[config.mk]
export PLATFORM = sky130hd
export DESIGN_NAME = occupancy_block_ranker
export DESIGN_NICKNAME = d
export VERILOG_FILES = /design/src/hw/rtl/ocb_pkg.sv /design/src/hw/rtl/occupancy_block_ranker.sv /design/src/hw/rtl/ocb_ram.sv /design/src/hw/rtl/ocb_div.sv
export SDC_FILE = /design/constraint.sdc
export NUM_CORES = 2
export LEC_CHECK = 0
export BUFFER_PORTS_ARGS = -buffer_cell sky130_fd_sc_hd__buf_2
export CORE_UTILIZATION = 63
export DETAILED_ROUTE_END_ITERATION = 8
export GPL_TIMING_DRIVEN = 0
export PLACE_DENSITY_LB_ADDON = 0.3
export SETUP_SLACK_MARGIN = 0.1
export SLEW_MARGIN = 0
export SYNTH_ARGS = -nofsm -noshare
export SYNTH_HDL_FRONTEND = slang
export SYNTH_SLANG_ARGS = --single-unit
[constraint.sdc]
create_clock -name clock -period 13.7 [get_ports clock]
set_clock_uncertainty 0.1 [all_clocks]
set_input_delay 2.055 -clock clock [delete_from_list [all_inputs] [get_ports clock]]
set_output_delay 2.055 -clock clock [all_outputs]
set_load 0.01 [all_outputs]
[src/hw/rtl/ocb_pkg.sv]
package ocb_pkg;

   localparam int MAX_CANDIDATES = 64;
   localparam int IDX_W          = (MAX_CANDIDATES > 1) ? $clog2(MAX_CANDIDATES) : 1;
   localparam int K_W            = $clog2(MAX_CANDIDATES + 2);
   localparam int KEY_W          = 20;
   localparam int DIV_W          = 19;
   localparam int DIV_CNT_W      = $clog2(DIV_W + 1);
   localparam int REGPROD_W      = 10;
   localparam int PROD_W         = REGPROD_W + K_W;
   localparam int BLOCK_W        = 12;
   localparam int CSR_ADDR_W     = 3;
   localparam int CSR_DATA_W     = 19;

   localparam logic [CSR_ADDR_W-1:0] CSR_WAVE_SIZE      = 3'd0;
   localparam logic [CSR_ADDR_W-1:0] CSR_MAX_THREADS    = 3'd1;
   localparam logic [CSR_ADDR_W-1:0] CSR_MAX_WAVES_SIMD = 3'd2;
   localparam logic [CSR_ADDR_W-1:0] CSR_VGPR_FILE      = 3'd3;
   localparam logic [CSR_ADDR_W-1:0] CSR_SIMDS_PER_CU   = 3'd4;
   localparam logic [CSR_ADDR_W-1:0] CSR_LDS_BYTES      = 3'd5;
   localparam logic [CSR_ADDR_W-1:0] CSR_MAX_WAVES_CU   = 3'd6;

   typedef struct packed {
      logic [12:0] regs_per_thread;
      logic [18:0] lds_per_group;
      logic [10:0] size_clamp;
   } req_type;

   typedef struct packed {
      logic [10:0] block_size;
      logic [8:0]  waves_resident;
      logic        found;
      logic        last;
   } rsp_type;

   typedef struct packed {
      logic             start;
      logic [DIV_W-1:0] dividend;
      logic [DIV_W-1:0] divisor;
   } div_req_type;

   typedef struct packed {
      logic             done;
      logic [DIV_W-1:0] quotient;
   } div_rsp_type;

endpackage

[src/hw/rtl/occupancy_block_ranker.sv]
// Occupancy block ranker.
// Configuration: csr_we/csr_addr/csr_wdata write one register per beat,
// immediately; write only while busy is low.
// Request: a beat is taken when start is high and busy is low; busy then
// stays high until the cycle that carries the final result beat.
// Results: rsp_valid is high for one cycle per result beat on rsp_data,
// best occupancy first, larger block first on ties, last flagged. When no
// size fits, a single beat with found low and last high is sent.
// Sequence: a VGPR setup division, plus an LDS setup division when
// lds_per_group is nonzero, then per tried size an issue state and one
// division, then per reported result one scan of the candidate RAM over
// the tried sizes. All divisions share one serial radix-2 divider; the
// scans are bounded by the single RAM read port.
// The receiver cannot stall results. Reset restores register defaults and
// returns the sequencer to idle; the candidate RAM is not cleared.
module occupancy_block_ranker (
   input  logic                          clock,
   input  logic                          reset,
   input  logic                          start,
   output logic                          busy,
   input  ocb_pkg::req_type              req_data,
   output logic                          rsp_valid,
   output ocb_pkg::rsp_type              rsp_data,
   input  logic                          csr_we,
   input  logic [ocb_pkg::CSR_ADDR_W-1:0] csr_addr,
   input  logic [ocb_pkg::CSR_DATA_W-1:0] csr_wdata
);
   import ocb_pkg::*;

   localparam logic [3:0] ST_IDLE = 4'd0;
   localparam logic [3:0] ST_VG   = 4'd1;
   localparam logic [3:0] ST_LDS  = 4'd2;
   localparam logic [3:0] ST_CAND = 4'd3;
   localparam logic [3:0] ST_DIVK = 4'd4;
   localparam logic [3:0] ST_SCAN = 4'd5;
   localparam logic [3:0] ST_EMIT = 4'd6;
   localparam logic [3:0] ST_NONE = 4'd7;

   logic [6:0]  wave_size_ff;
   logic [10:0] max_threads_ff;
   logic [5:0]  max_waves_simd_ff;
   logic [12:0] vgpr_file_ff;
   logic [3:0]  simds_ff;
   logic [18:0] lds_bytes_ff;
   logic [8:0]  max_waves_cu_ff;

   logic [3:0]           state_ff;
   req_type              req_ff;
   logic [REGPROD_W-1:0] regprod_ff;
   logic [DIV_W-1:0]     by_lds_ff;
   logic [K_W-1:0]       k_ff;
   logic [BLOCK_W-1:0]   block_ff;
   logic [K_W-1:0]       surv_ff;
   logic [K_W-1:0]       tried_ff;
   logic [K_W-1:0]       addr_ff;
   logic                 rd_ok_ff;
   logic [KEY_W:0]       thresh_ff;
   logic [KEY_W-1:0]     best_ff;
   logic [K_W-1:0]       emit_ff;
   logic                 rsp_valid_ff;
   rsp_type              rsp_ff;

   div_req_type      div_req;
   div_rsp_type      div_rsp;
   logic [5:0]       per_simd;
   logic [9:0]       by_regs;
   logic [DIV_W-1:0] groups;
   logic [PROD_W-1:0] prod;
   logic [8:0]       occ;
   logic [KEY_W-1:0] key;
   logic             stop;
   logic             ram_we;
   logic [KEY_W-1:0] ram_rdata;

   assign per_simd = (div_rsp.quotient < DIV_W'(max_waves_simd_ff)) ?
                     div_rsp.quotient[5:0] : max_waves_simd_ff;
   assign by_regs = div_rsp.quotient[9:0];
   assign groups  = (req_ff.lds_per_group != '0 && by_lds_ff < DIV_W'(by_regs)) ?
                    by_lds_ff : DIV_W'(by_regs);
   assign prod    = PROD_W'(groups[REGPROD_W-1:0]) * PROD_W'(k_ff);
   assign occ     = (prod < PROD_W'(max_waves_cu_ff)) ? prod[8:0] : max_waves_cu_ff;
   assign key     = (occ != '0) ? {occ, block_ff[10:0]} : '0;
   assign stop    = (k_ff > K_W'(MAX_CANDIDATES)) ||
                    (block_ff > BLOCK_W'(max_threads_ff)) ||
                    (req_ff.size_clamp != '0 && block_ff > BLOCK_W'(req_ff.size_clamp));
   assign ram_we  = (state_ff == ST_DIVK) && div_rsp.done;

   always_comb begin
      div_req = '0;
      unique case (state_ff)
         ST_IDLE: begin
            div_req.start    = start && wave_size_ff != '0;
            div_req.dividend = DIV_W'(vgpr_file_ff);
            div_req.divisor  = DIV_W'((req_data.regs_per_thread == '0) ?
                                      13'd1 : req_data.regs_per_thread);
         end
         ST_VG: begin
            div_req.start    = div_rsp.done && req_ff.lds_per_group != '0;
            div_req.dividend = lds_bytes_ff;
            div_req.divisor  = req_ff.lds_per_group;
         end
         ST_CAND: begin
            div_req.start    = !stop;
            div_req.dividend = DIV_W'(regprod_ff);
            div_req.divisor  = DIV_W'(k_ff);
         end
         default: div_req = '0;
      endcase
   end

   ocb_div u_div (
      .clock   (clock),
      .reset   (reset),
      .div_req (div_req),
      .div_rsp (div_rsp)
   );

   ocb_ram #(.WIDTH(KEY_W), .DEPTH(MAX_CANDIDATES)) u_ram (
      .clock (clock),
      .we    (ram_we),
      .waddr (IDX_W'(k_ff - 1'b1)),
      .wdata (key),
      .raddr (addr_ff[IDX_W-1:0]),
      .rdata (ram_rdata)
   );

   always_ff @(posedge clock) begin
      if (reset) begin
         wave_size_ff      <= 7'd64;
         max_threads_ff    <= 11'd1024;
         max_waves_simd_ff <= 6'd16;
         vgpr_file_ff      <= 13'd512;
         simds_ff          <= 4'd4;
         lds_bytes_ff      <= 19'd65536;
         max_waves_cu_ff   <= 9'd40;
      end else if (csr_we) begin
         unique case (csr_addr)
            CSR_WAVE_SIZE:      wave_size_ff      <= csr_wdata[6:0];
            CSR_MAX_THREADS:    max_threads_ff    <= csr_wdata[10:0];
            CSR_MAX_WAVES_SIMD: max_waves_simd_ff <= csr_wdata[5:0];
            CSR_VGPR_FILE:      vgpr_file_ff      <= csr_wdata[12:0];
            CSR_SIMDS_PER_CU:   simds_ff          <= csr_wdata[3:0];
            CSR_LDS_BYTES:      lds_bytes_ff      <= csr_wdata;
            CSR_MAX_WAVES_CU:   max_waves_cu_ff   <= csr_wdata[8:0];
            default: ;
         endcase
      end
   end

   always_ff @(posedge clock) begin
      if (reset) begin
         state_ff     <= ST_IDLE;
         rsp_valid_ff <= 1'b0;
         rd_ok_ff     <= 1'b0;
      end else begin
         rsp_valid_ff <= 1'b0;
         unique case (state_ff)
            ST_IDLE: begin
               if (start) begin
                  req_ff   <= req_data;
                  k_ff     <= K_W'(1);
                  block_ff <= BLOCK_W'(wave_size_ff);
                  surv_ff  <= '0;
                  state_ff <= (wave_size_ff == '0) ? ST_NONE : ST_VG;
               end
            end
            ST_VG: begin
               if (div_rsp.done) begin
                  regprod_ff <= REGPROD_W'(per_simd) * REGPROD_W'(simds_ff);
                  state_ff   <= (req_ff.lds_per_group != '0) ? ST_LDS : ST_CAND;
               end
            end
            ST_LDS: begin
               if (div_rsp.done) begin
                  by_lds_ff <= div_rsp.quotient;
                  state_ff  <= ST_CAND;
               end
            end
            ST_CAND: begin
               if (stop) begin
                  tried_ff  <= k_ff - 1'b1;
                  addr_ff   <= '0;
                  rd_ok_ff  <= 1'b0;
                  thresh_ff <= '1;
                  best_ff   <= '0;
                  emit_ff   <= '0;
                  state_ff  <= (surv_ff == '0) ? ST_NONE : ST_SCAN;
               end else begin
                  state_ff <= ST_DIVK;
               end
            end
            ST_DIVK: begin
               if (div_rsp.done) begin
                  if (occ != '0) begin
                     surv_ff <= surv_ff + 1'b1;
                  end
                  k_ff     <= k_ff + 1'b1;
                  block_ff <= block_ff + BLOCK_W'(wave_size_ff);
                  state_ff <= ST_CAND;
               end
            end
            ST_SCAN: begin
               rd_ok_ff <= addr_ff < tried_ff;
               if (addr_ff < tried_ff) begin
                  addr_ff <= addr_ff + 1'b1;
               end
               if (rd_ok_ff && {1'b0, ram_rdata} < thresh_ff && ram_rdata > best_ff) begin
                  best_ff <= ram_rdata;
               end
               if (addr_ff == tried_ff && !rd_ok_ff) begin
                  state_ff <= ST_EMIT;
               end
            end
            ST_EMIT: begin
               rsp_valid_ff           <= 1'b1;
               rsp_ff.block_size      <= best_ff[10:0];
               rsp_ff.waves_resident  <= best_ff[19:11];
               rsp_ff.found           <= 1'b1;
               rsp_ff.last            <= (emit_ff + 1'b1) == surv_ff;
               emit_ff                <= emit_ff + 1'b1;
               thresh_ff              <= {1'b0, best_ff};
               best_ff                <= '0;
               addr_ff                <= '0;
               rd_ok_ff               <= 1'b0;
               state_ff <= ((emit_ff + 1'b1) == surv_ff) ? ST_IDLE : ST_SCAN;
            end
            ST_NONE: begin
               rsp_valid_ff <= 1'b1;
               rsp_ff       <= '{block_size: '0, waves_resident: '0, found: 1'b0,
                                 last: 1'b1};
               state_ff     <= ST_IDLE;
            end
            default: state_ff <= ST_IDLE;
         endcase
      end
   end

   assign busy      = state_ff != ST_IDLE;
   assign rsp_valid = rsp_valid_ff;
   assign rsp_data  = rsp_ff;

endmodule

[src/hw/rtl/ocb_ram.sv]
module ocb_ram #(
   parameter int WIDTH = 8,
   parameter int DEPTH = 16
) (
   input  logic                     clock,
   input  logic                     we,
   input  logic [$clog2(DEPTH)-1:0] waddr,
   input  logic [WIDTH-1:0]         wdata,
   input  logic [$clog2(DEPTH)-1:0] raddr,
   output logic [WIDTH-1:0]         rdata
);

   logic [WIDTH-1:0] mem [DEPTH];
   logic [WIDTH-1:0] rdata_ff;

   always_ff @(posedge clock) begin
      if (we) begin
         mem[waddr] <= wdata;
      end
      rdata_ff <= mem[raddr];
   end

   assign rdata = rdata_ff;

endmodule

[src/hw/rtl/ocb_div.sv]
module ocb_div (
   input  logic                clock,
   input  logic                reset,
   input  ocb_pkg::div_req_type div_req,
   output ocb_pkg::div_rsp_type div_rsp
);
   import ocb_pkg::*;

   logic [DIV_W-1:0]     rem_ff;
   logic [DIV_W-1:0]     quo_ff;
   logic [DIV_W-1:0]     den_ff;
   logic [DIV_CNT_W-1:0] cnt_ff;
   logic                 run_ff;
   logic                 done_ff;
   logic [DIV_W:0]       trial;
   logic                 fits;

   assign trial = {rem_ff, quo_ff[DIV_W-1]};
   assign fits  = trial >= {1'b0, den_ff};

   always_ff @(posedge clock) begin
      if (reset) begin
         run_ff  <= 1'b0;
         done_ff <= 1'b0;
         cnt_ff  <= '0;
      end else begin
         done_ff <= 1'b0;
         if (div_req.start) begin
            run_ff <= 1'b1;
            cnt_ff <= '0;
            rem_ff <= '0;
            quo_ff <= div_req.dividend;
            den_ff <= div_req.divisor;
         end else if (run_ff) begin
            rem_ff <= fits ? DIV_W'(trial - {1'b0, den_ff}) : trial[DIV_W-1:0];
            quo_ff <= {quo_ff[DIV_W-2:0], fits};
            cnt_ff <= cnt_ff + 1'b1;
            if (cnt_ff == DIV_CNT_W'(DIV_W - 1)) begin
               run_ff  <= 1'b0;
               done_ff <= 1'b1;
            end
         end
      end
   end

   assign div_rsp.done     = done_ff;
   assign div_rsp.quotient = quo_ff;

endmodule

# Word level (Yosys, flattened, before mapping)
# Memories as Yosys holds them, arrays and structs flattened. A register that Yosys moved wholly into a read port is not among the register bits.
# Cells that the tools add are included.
[word_totals] regBits=308 ram_bits=1280 in_bits=69 output_inout_bits=24 elab_cells=181 memories=1
[memory_table] name="u_ram.mem" depth=64 word_bits=20 rd=1 rd_ports_with_merged_regs=1 wr=1 line_no="ocb_ram.sv:13" source="logic [WIDTH-1:0] mem [DEPTH];"
[op_classes] n_addsub=8 multipliers=2 magnitude_cmp=10 n_eq_ne=25 mux=49 n_bitwise=2 reduce_logical=52
[op_table] cell="$pmux W39 S3" n=1
[op_table] cell="$mux W19" n=4
[op_table] cell="$mux W20" n=3
[op_table] cell="$pmux W20 S3" n=1
[op_table] cell="$mux W7" n=7
[op_table] cell="$pmux W22 S2" n=1
[op_table] cell="$pmux W21 S2" n=1
[op_table] cell="$pmux W7 S2" n=3
[op_table] cell="$add A7 B1 Y7 const B" n=4
[op_table] cell="$gt A12 B11 Y1" n=2
[op_table] cell="$mux W12" n=2
[op_table] cell="$pmux W12 S2" n=1
[op_table] cell="$pmux W4 S6" n=1
[op_table] cell="$reduce_and A2 Y1" n=11
[op_table] cell="$lt A20 B21 Y1" n=1
[op_table] cell="$mux W21" n=1
[op_table] cell="$pmux W7 S3" n=1
[op_table] cell="$ge A20 B19 Y1" n=1
[op_table] cell="$gt A20 B20 Y1" n=1
[op_table] cell="$lt A19 B10 Y1" n=1
[op_table] cell="$lt A19 B6 Y1" n=1
[op_table] cell="$reduce_bool A19 Y1" n=1
[op_table] cell="$sub A19 B19 Y19" n=1
[op_table] cell="$lt A17 B9 Y1" n=1
[op_table] cell="other kinds (45)" n=96

# Logic depth before layout (Yosys ltp)
[depth] word_depth=10 ltp_mapped=34

# Hierarchy
# Synthesis repeated with hierarchy kept, for this count alone.
[hier_totals] cells_unflattened=4110 hier_area_um2=69187.6
[modules_own_cells] mod="ocb_ram" instances=1 cells_per_inst=2162 area_each_um2=49492.5
[modules_own_cells] mod="occupancy_block_ranker" instances=1 cells_per_inst=1624 area_each_um2=16084.2
[modules_own_cells] mod="ocb_div" instances=1 cells_per_inst=324 area_each_um2=3611.0

# Worst setup path before layout
# Ideal clock, no wire load.
[synth_timing] path_kind="reg-to-reg" start="reg req_ff[22] (netlist name)" end="mem u_ram.mem[0][12] (netlist name), data pin" t_arrival_ns=9.121 setup_slack_ns=3.777 stages_incl_launch_ff=31 path_buffers=3 cell_sequence="edfxtp_1 > nor4_1 > nand4_1 > or4_4 > o211a_1 > buf_2 > buf_1 > a21oi_1 > nor2_1 > fa_1 > inv_1 > fa_1 > inv_1 > fa_1 > inv_1 > fa_1 > inv_1 > ha_1 > nand3_1 > a2bb2oi_1 > nor2b_1 > xnor2_1 > ha_1 > nand4_1 > nor3_1 > and2_1 > o2111ai_1 > o2111ai_1 > nor4_4 > clkbuf_1 > o21ai_0"
[synth_between] elab_chain_len=8
[synth_rtl] element="from (decl)" line_no="occupancy_block_ranker.sv:48" source="req_type req_ff;"
[synth_rtl] element="from (signal assigned)" line_no="occupancy_block_ranker.sv:160" source="req_ff <= req_data;"
[synth_rtl] element="$reduce_bool A19 Y1 *" line_no="occupancy_block_ranker.sv:78" source="assign groups = (req_ff.lds_per_group != '0 && by_lds_ff < DIV_W'(by_regs)) ?"
[synth_rtl] element="$logic_and A1 B1 Y1 *" line_no="occupancy_block_ranker.sv:78"
[synth_rtl] element="$mux W10 *" line_no="occupancy_block_ranker.sv:78"
[synth_rtl] element="$mul A10 B7 Y17 *" line_no="occupancy_block_ranker.sv:80" source="assign prod = PROD_W'(groups[REGPROD_W-1:0]) * PROD_W'(k_ff);"
[synth_rtl] element="$lt A17 B9 Y1" line_no="occupancy_block_ranker.sv:81" source="assign occ = (prod < PROD_W'(max_waves_cu_ff)) ? prod[8:0] : max_waves_cu_ff;"
[synth_rtl] element="$mux W9 *" line_no="occupancy_block_ranker.sv:81"
[synth_rtl] element="$reduce_bool A9 Y1" line_no="occupancy_block_ranker.sv:82" source="assign key = (occ != '0) ? {occ, block_ff[10:0]} : '0;"
[synth_rtl] element="$mux W20 *" line_no="occupancy_block_ranker.sv:82"
[synth_rtl] element="net key[12]" line_no="occupancy_block_ranker.sv:70" source="logic [KEY_W-1:0] key;"
[synth_rtl] element="to (decl)" line_no="ocb_ram.sv:13"
# The timed path passes the listed nets; every way through them passes the cells marked *.

# Final worst setup path
[layout_timing] start="reg req_ff[14] (netlist name)" end="mem u_ram.mem[19][7] (netlist name), data pin"
[layout_between] elab_chain_len=8
[layout_rtl] element="$reduce_bool A19 Y1 *" line_no="occupancy_block_ranker.sv:78"
[layout_rtl] element="$logic_and A1 B1 Y1 *" line_no="occupancy_block_ranker.sv:78"
[layout_rtl] element="$mux W10 *" line_no="occupancy_block_ranker.sv:78"
[layout_rtl] element="$mul A10 B7 Y17 *" line_no="occupancy_block_ranker.sv:80"
[layout_rtl] element="$lt A17 B9 Y1" line_no="occupancy_block_ranker.sv:81"
[layout_rtl] element="$mux W9 *" line_no="occupancy_block_ranker.sv:81"
[layout_rtl] element="$reduce_bool A9 Y1 *" line_no="occupancy_block_ranker.sv:82"
[layout_rtl] element="$mux W20 *" line_no="occupancy_block_ranker.sv:82"
[layout_rtl] element="net key[7]" line_no="occupancy_block_ranker.sv:70"
# Marked as above.

==> metrics.md <==
| Metric | Value |
|---|---|
| Status | finished clean |
| CP peak stage delay | 0.88 ns |
| Crit path DAT | 11.31 ns |
| Async SR Flop Fraction | 0% |
| Slowest CP cell | a21oi_1 |
| Tmin final | 10.82 ns |
| CTS H-tree lvls | 4 |
| Root Buffer | clkbuf_16 |
| Mapped cell area | 68400 sq um |
| Placed Instances | 5421 |
| Unrepaired setup endpoints after global routing | false |
| R2r worst-path depth | 32 |
| Detailed-router iteration count before antenna repair | 8 |
| Post-synthesis sequential area ratio | 69.1% |
| Die ar. | 110000 sq um |
| Power per standard cell area | 179 nW/um^2 |
| # resized after CTS | 0 |
| Leak | 0.0262 uW |
| YS warnings | 0 |
| Synth top area share | 66.2% |
| Total number of vias | 39300 |
| Core Rows | 120 |
| Hold Path Class | register to register |
| Peak VDD IR | 260 uV |
| Worst setup startpoint | req_ff[14]$_DFFE_PP_ |
| Worst path required time | 14.19 ns |
| CTS Buffer Depth | 3 |
| Area delta synth->final | 14.0% |
| Synthesized area per cell | 17.8 sq um |
| Final Util | 72.6% |
| Final WL | 191000 um |
| Seq cells post-synth | 1607 |
| Slew Limit Fails | 0 |
| Post-synth top flop | edfxtp_1 |
| Max Fclk | 92.4 MHz |
| Post-CTS Setup Bufs | 0 |
| Synth unique cells | 75 |
| Final Hold Vio Count | 0 |
| Hold buffers post-CTS | 0 |
| Critical Path Start Type | register |
| Met1 usage | 43.6% |
| Reg-to-reg endpoint | u_ram.mem[19][7]$_DFFE_PP_ |
| GP Congestion | 0.933 |
| Initial antenna violation count | 28 |
| GRT overflow | 0 |
| Top cells by area, synth | edfxtp_1 66%, mux4_2 14%, ha_1 3.2% |
| TNS Setup | 0 ns |
| Detailed-route wire length per cell | 33.4 um |
| Final setup viols | 0 |
| CTS tree | yes |
| CP Capture Point | u_ram.mem[19][7]$_DFFE_PP_ |
| Max Cap Viol | 0 |
| # IOs | 93 |
| Met2 GRT Util | 56.5% |
| Final period util | 79.0% |
| Finished Layout Cells | 5722 |
| CTS clk-pin slew, worst paths | 0.06 ns |
| Worst skew pair latency | 0.79 ns |
| Die X | 331 um |
| Met3 global-route usage | 10.1% |
| Vias in the first global route | 39600 |
| Die Ht | 331 um |
| DP HPWL | 119000 um |
| Core footprint | 107000 sq um |
| Busiest grt layer | met2 |
| Total clock sinks | 1607 |
| Number of flops mapped to enable cells by yosys | 1506 |
| Setup crit end kind | register |
| CP Max Fanout | 33 |
| R2R Path Start | req_ff[14]$_DFFE_PP_ |
| Largest net degree at the start of global routing | 65 |
| Cell count after synthesis | 3834 |
| Port buffer count | 91 |
| WS Path Type | register to register |
| First-pass GRT wire length | 275000 um |
| Initial drt markers | 5255 |
| Area leader, netlist | edfxtp_1 |
| Share of cells above drive strength 1 | 23.2% |
| Post-DRT Antenna Nets | 0 |
| Total CTS buffers | 158 |
| Gr usage total | 35.4% |
| Worst-margin pin slew | 1.42 ns |
| Initial Utilization | 63.7% |
| Via density | 6.87 |
| Rel. slew slack | 5.65% |
| # DRC | 0 |
| Reg2reg setup slack | 2.88 ns |
| Syn nets | 4126 |
| Final nets | 4470 |
registers in the layout (all words and copies together) (netlist names), 12 cells and up:
name / cells
rsp_data: 22
u_ram.mem: 1280
u_div.den_ff: 19
u_ram.rdata: 20
best_ff: 20
u_div.rem_ff: 19
u_div.quo_ff: 19
thresh_ff: 21
by_lds_ff: 19
req_ff: 30
vgpr_file_ff: 13
block_ff: 12
lds_bytes_ff: 19
routing by layer:
metal	routed length (um)	vias up
met5	243	-
met4	12700	28
met3	21200	712
met2	92100	2899
met1	65100	19900
li1	-	15800
synth_stat cells, drive strengths merged, types with 49 or more instances:
cell and n:
edfxtp 1506, ha 174, clkbuf 108, dfxtp 101, nor2 215, and2 59, o21ai 51, a21oi 117
nor2b 58, inv 194, fa 49, buf 52, nand2 224, mux4 420
layout by cell type, fill, tap and decap left out, types with 27 or more instances in the layout:
| master | instances |
|---|---|
| clkbuf_1 | 129 |
| clkinv_1 | 34 |
| ha_1 | 174 |
| nor2_2 | 64 |
| inv_1 | 194 |
| clkbuf_16 | 161 |
| nor2_1 | 149 |
| mux2_2 | 30 |
| mux4_2 | 420 |
| a21oi_1 | 115 |
| o21ai_0 | 43 |
| buf_1 | 35 |
| nand2_1 | 223 |
| buf_8 | 55 |
| dfxtp_1 | 101 |
| xnor2_1 | 37 |
| mux2i_1 | 44 |
| edfxtp_1 | 1506 |
| and3_1 | 38 |
| clkinv_2 | 27 |
| buf_2 | 105 |
| xor2_1 | 31 |
| and2_1 | 48 |
| fa_1 | 49 |
| nand3_1 | 35 |
| nor2b_1 | 58 |
| nor3_1 | 28 |
how the worst min path moves through the flow:
stage / startpoint / to / slack, ns / cells past startpoint
floorplan: lds_bytes_ff[0]$_SDFFE_PP0P_ / lds_bytes_ff[0]$_SDFFE_PP0P_ / 0.33 / 2
global placement: lds_bytes_ff[4]$_SDFFE_PP0P_ / lds_bytes_ff[4]$_SDFFE_PP0P_ / 0.34 / 2
detailed placement: vgpr_file_ff[5]$_SDFFE_PP0P_ / vgpr_file_ff[5]$_SDFFE_PP0P_ / 0.35 / 2
CTS: lds_bytes_ff[7]$_SDFFE_PP0P_ / lds_bytes_ff[7]$_SDFFE_PP0P_ / 0.36 / 2
global route: vgpr_file_ff[5]$_SDFFE_PP0P_ / vgpr_file_ff[5]$_SDFFE_PP0P_ / 0.37 / 2
finish: lds_bytes_ff[9]$_SDFFE_PP0P_ / lds_bytes_ff[9]$_SDFFE_PP0P_ / 0.36 / 2
critical path: cells and delay by family, from the launching register on:
family	cells	cell delay [ns]
adders and majority gates	6	2.73
muxes	1	0.38
and+or+nand+nor	9	3.05
buffers and inverters	8	1.29
AOI/OAI and AO/OA	7	2.35
DFF	1	0.41
xor gates and xnor gates	1	0.26
cell type report:
cell class	instances	area [sq um]
Clock inverter	103	1140
Sequential cell	1607	47200
Clock buffer	185	4150
Inverter	196	736
Antenna cell	13	32.5
Fill cell	5938	29500
Buffer	160	624
Timing Repair Buffer	184	2130
Tap cell	1403	1760
Multi-Input combinational cell	1871	20100
where the power goes:
part	switching [uW]	internal [uW]
sequential	101	5690
clock	1920	2580
combinational	2230	1430
total	4240	9690
per-stage QoR:
step	power, uW	setup slack [ns]	cell area [sq um]	hold WS, ns
after floorplan	8420	3.78	68400	0.334
after global placement	9290	-0.948	70600	0.339
after detailed placement	9420	3.27	72600	0.347
after CTS	13900	3.07	77800	0.355
after global routing	14500	2.35	77900	0.368
final	13900	2.88	77900	0.356
kinds of logic (layout without fill, tap and decap cells):
family | Yosys count | in the layout | share of synthesized area, %
flip-flops | 1607 | 1607 | 69.1
AND/OR/NAND/NOR | 763 | 763 | 5.35
multiplexers | 495 | 495 | 15.0
buffers and inverters | 356 | 828 | 1.99
AO/OA/AOI/OAI | 322 | 322 | 3.06
adder cells (fa/ha/maj) | 223 | 223 | 4.62
XOR/XNOR | 68 | 68 | 0.871
other | 0 | 13 | 0
No activity file was read; power rests on OpenSTA's default activity.
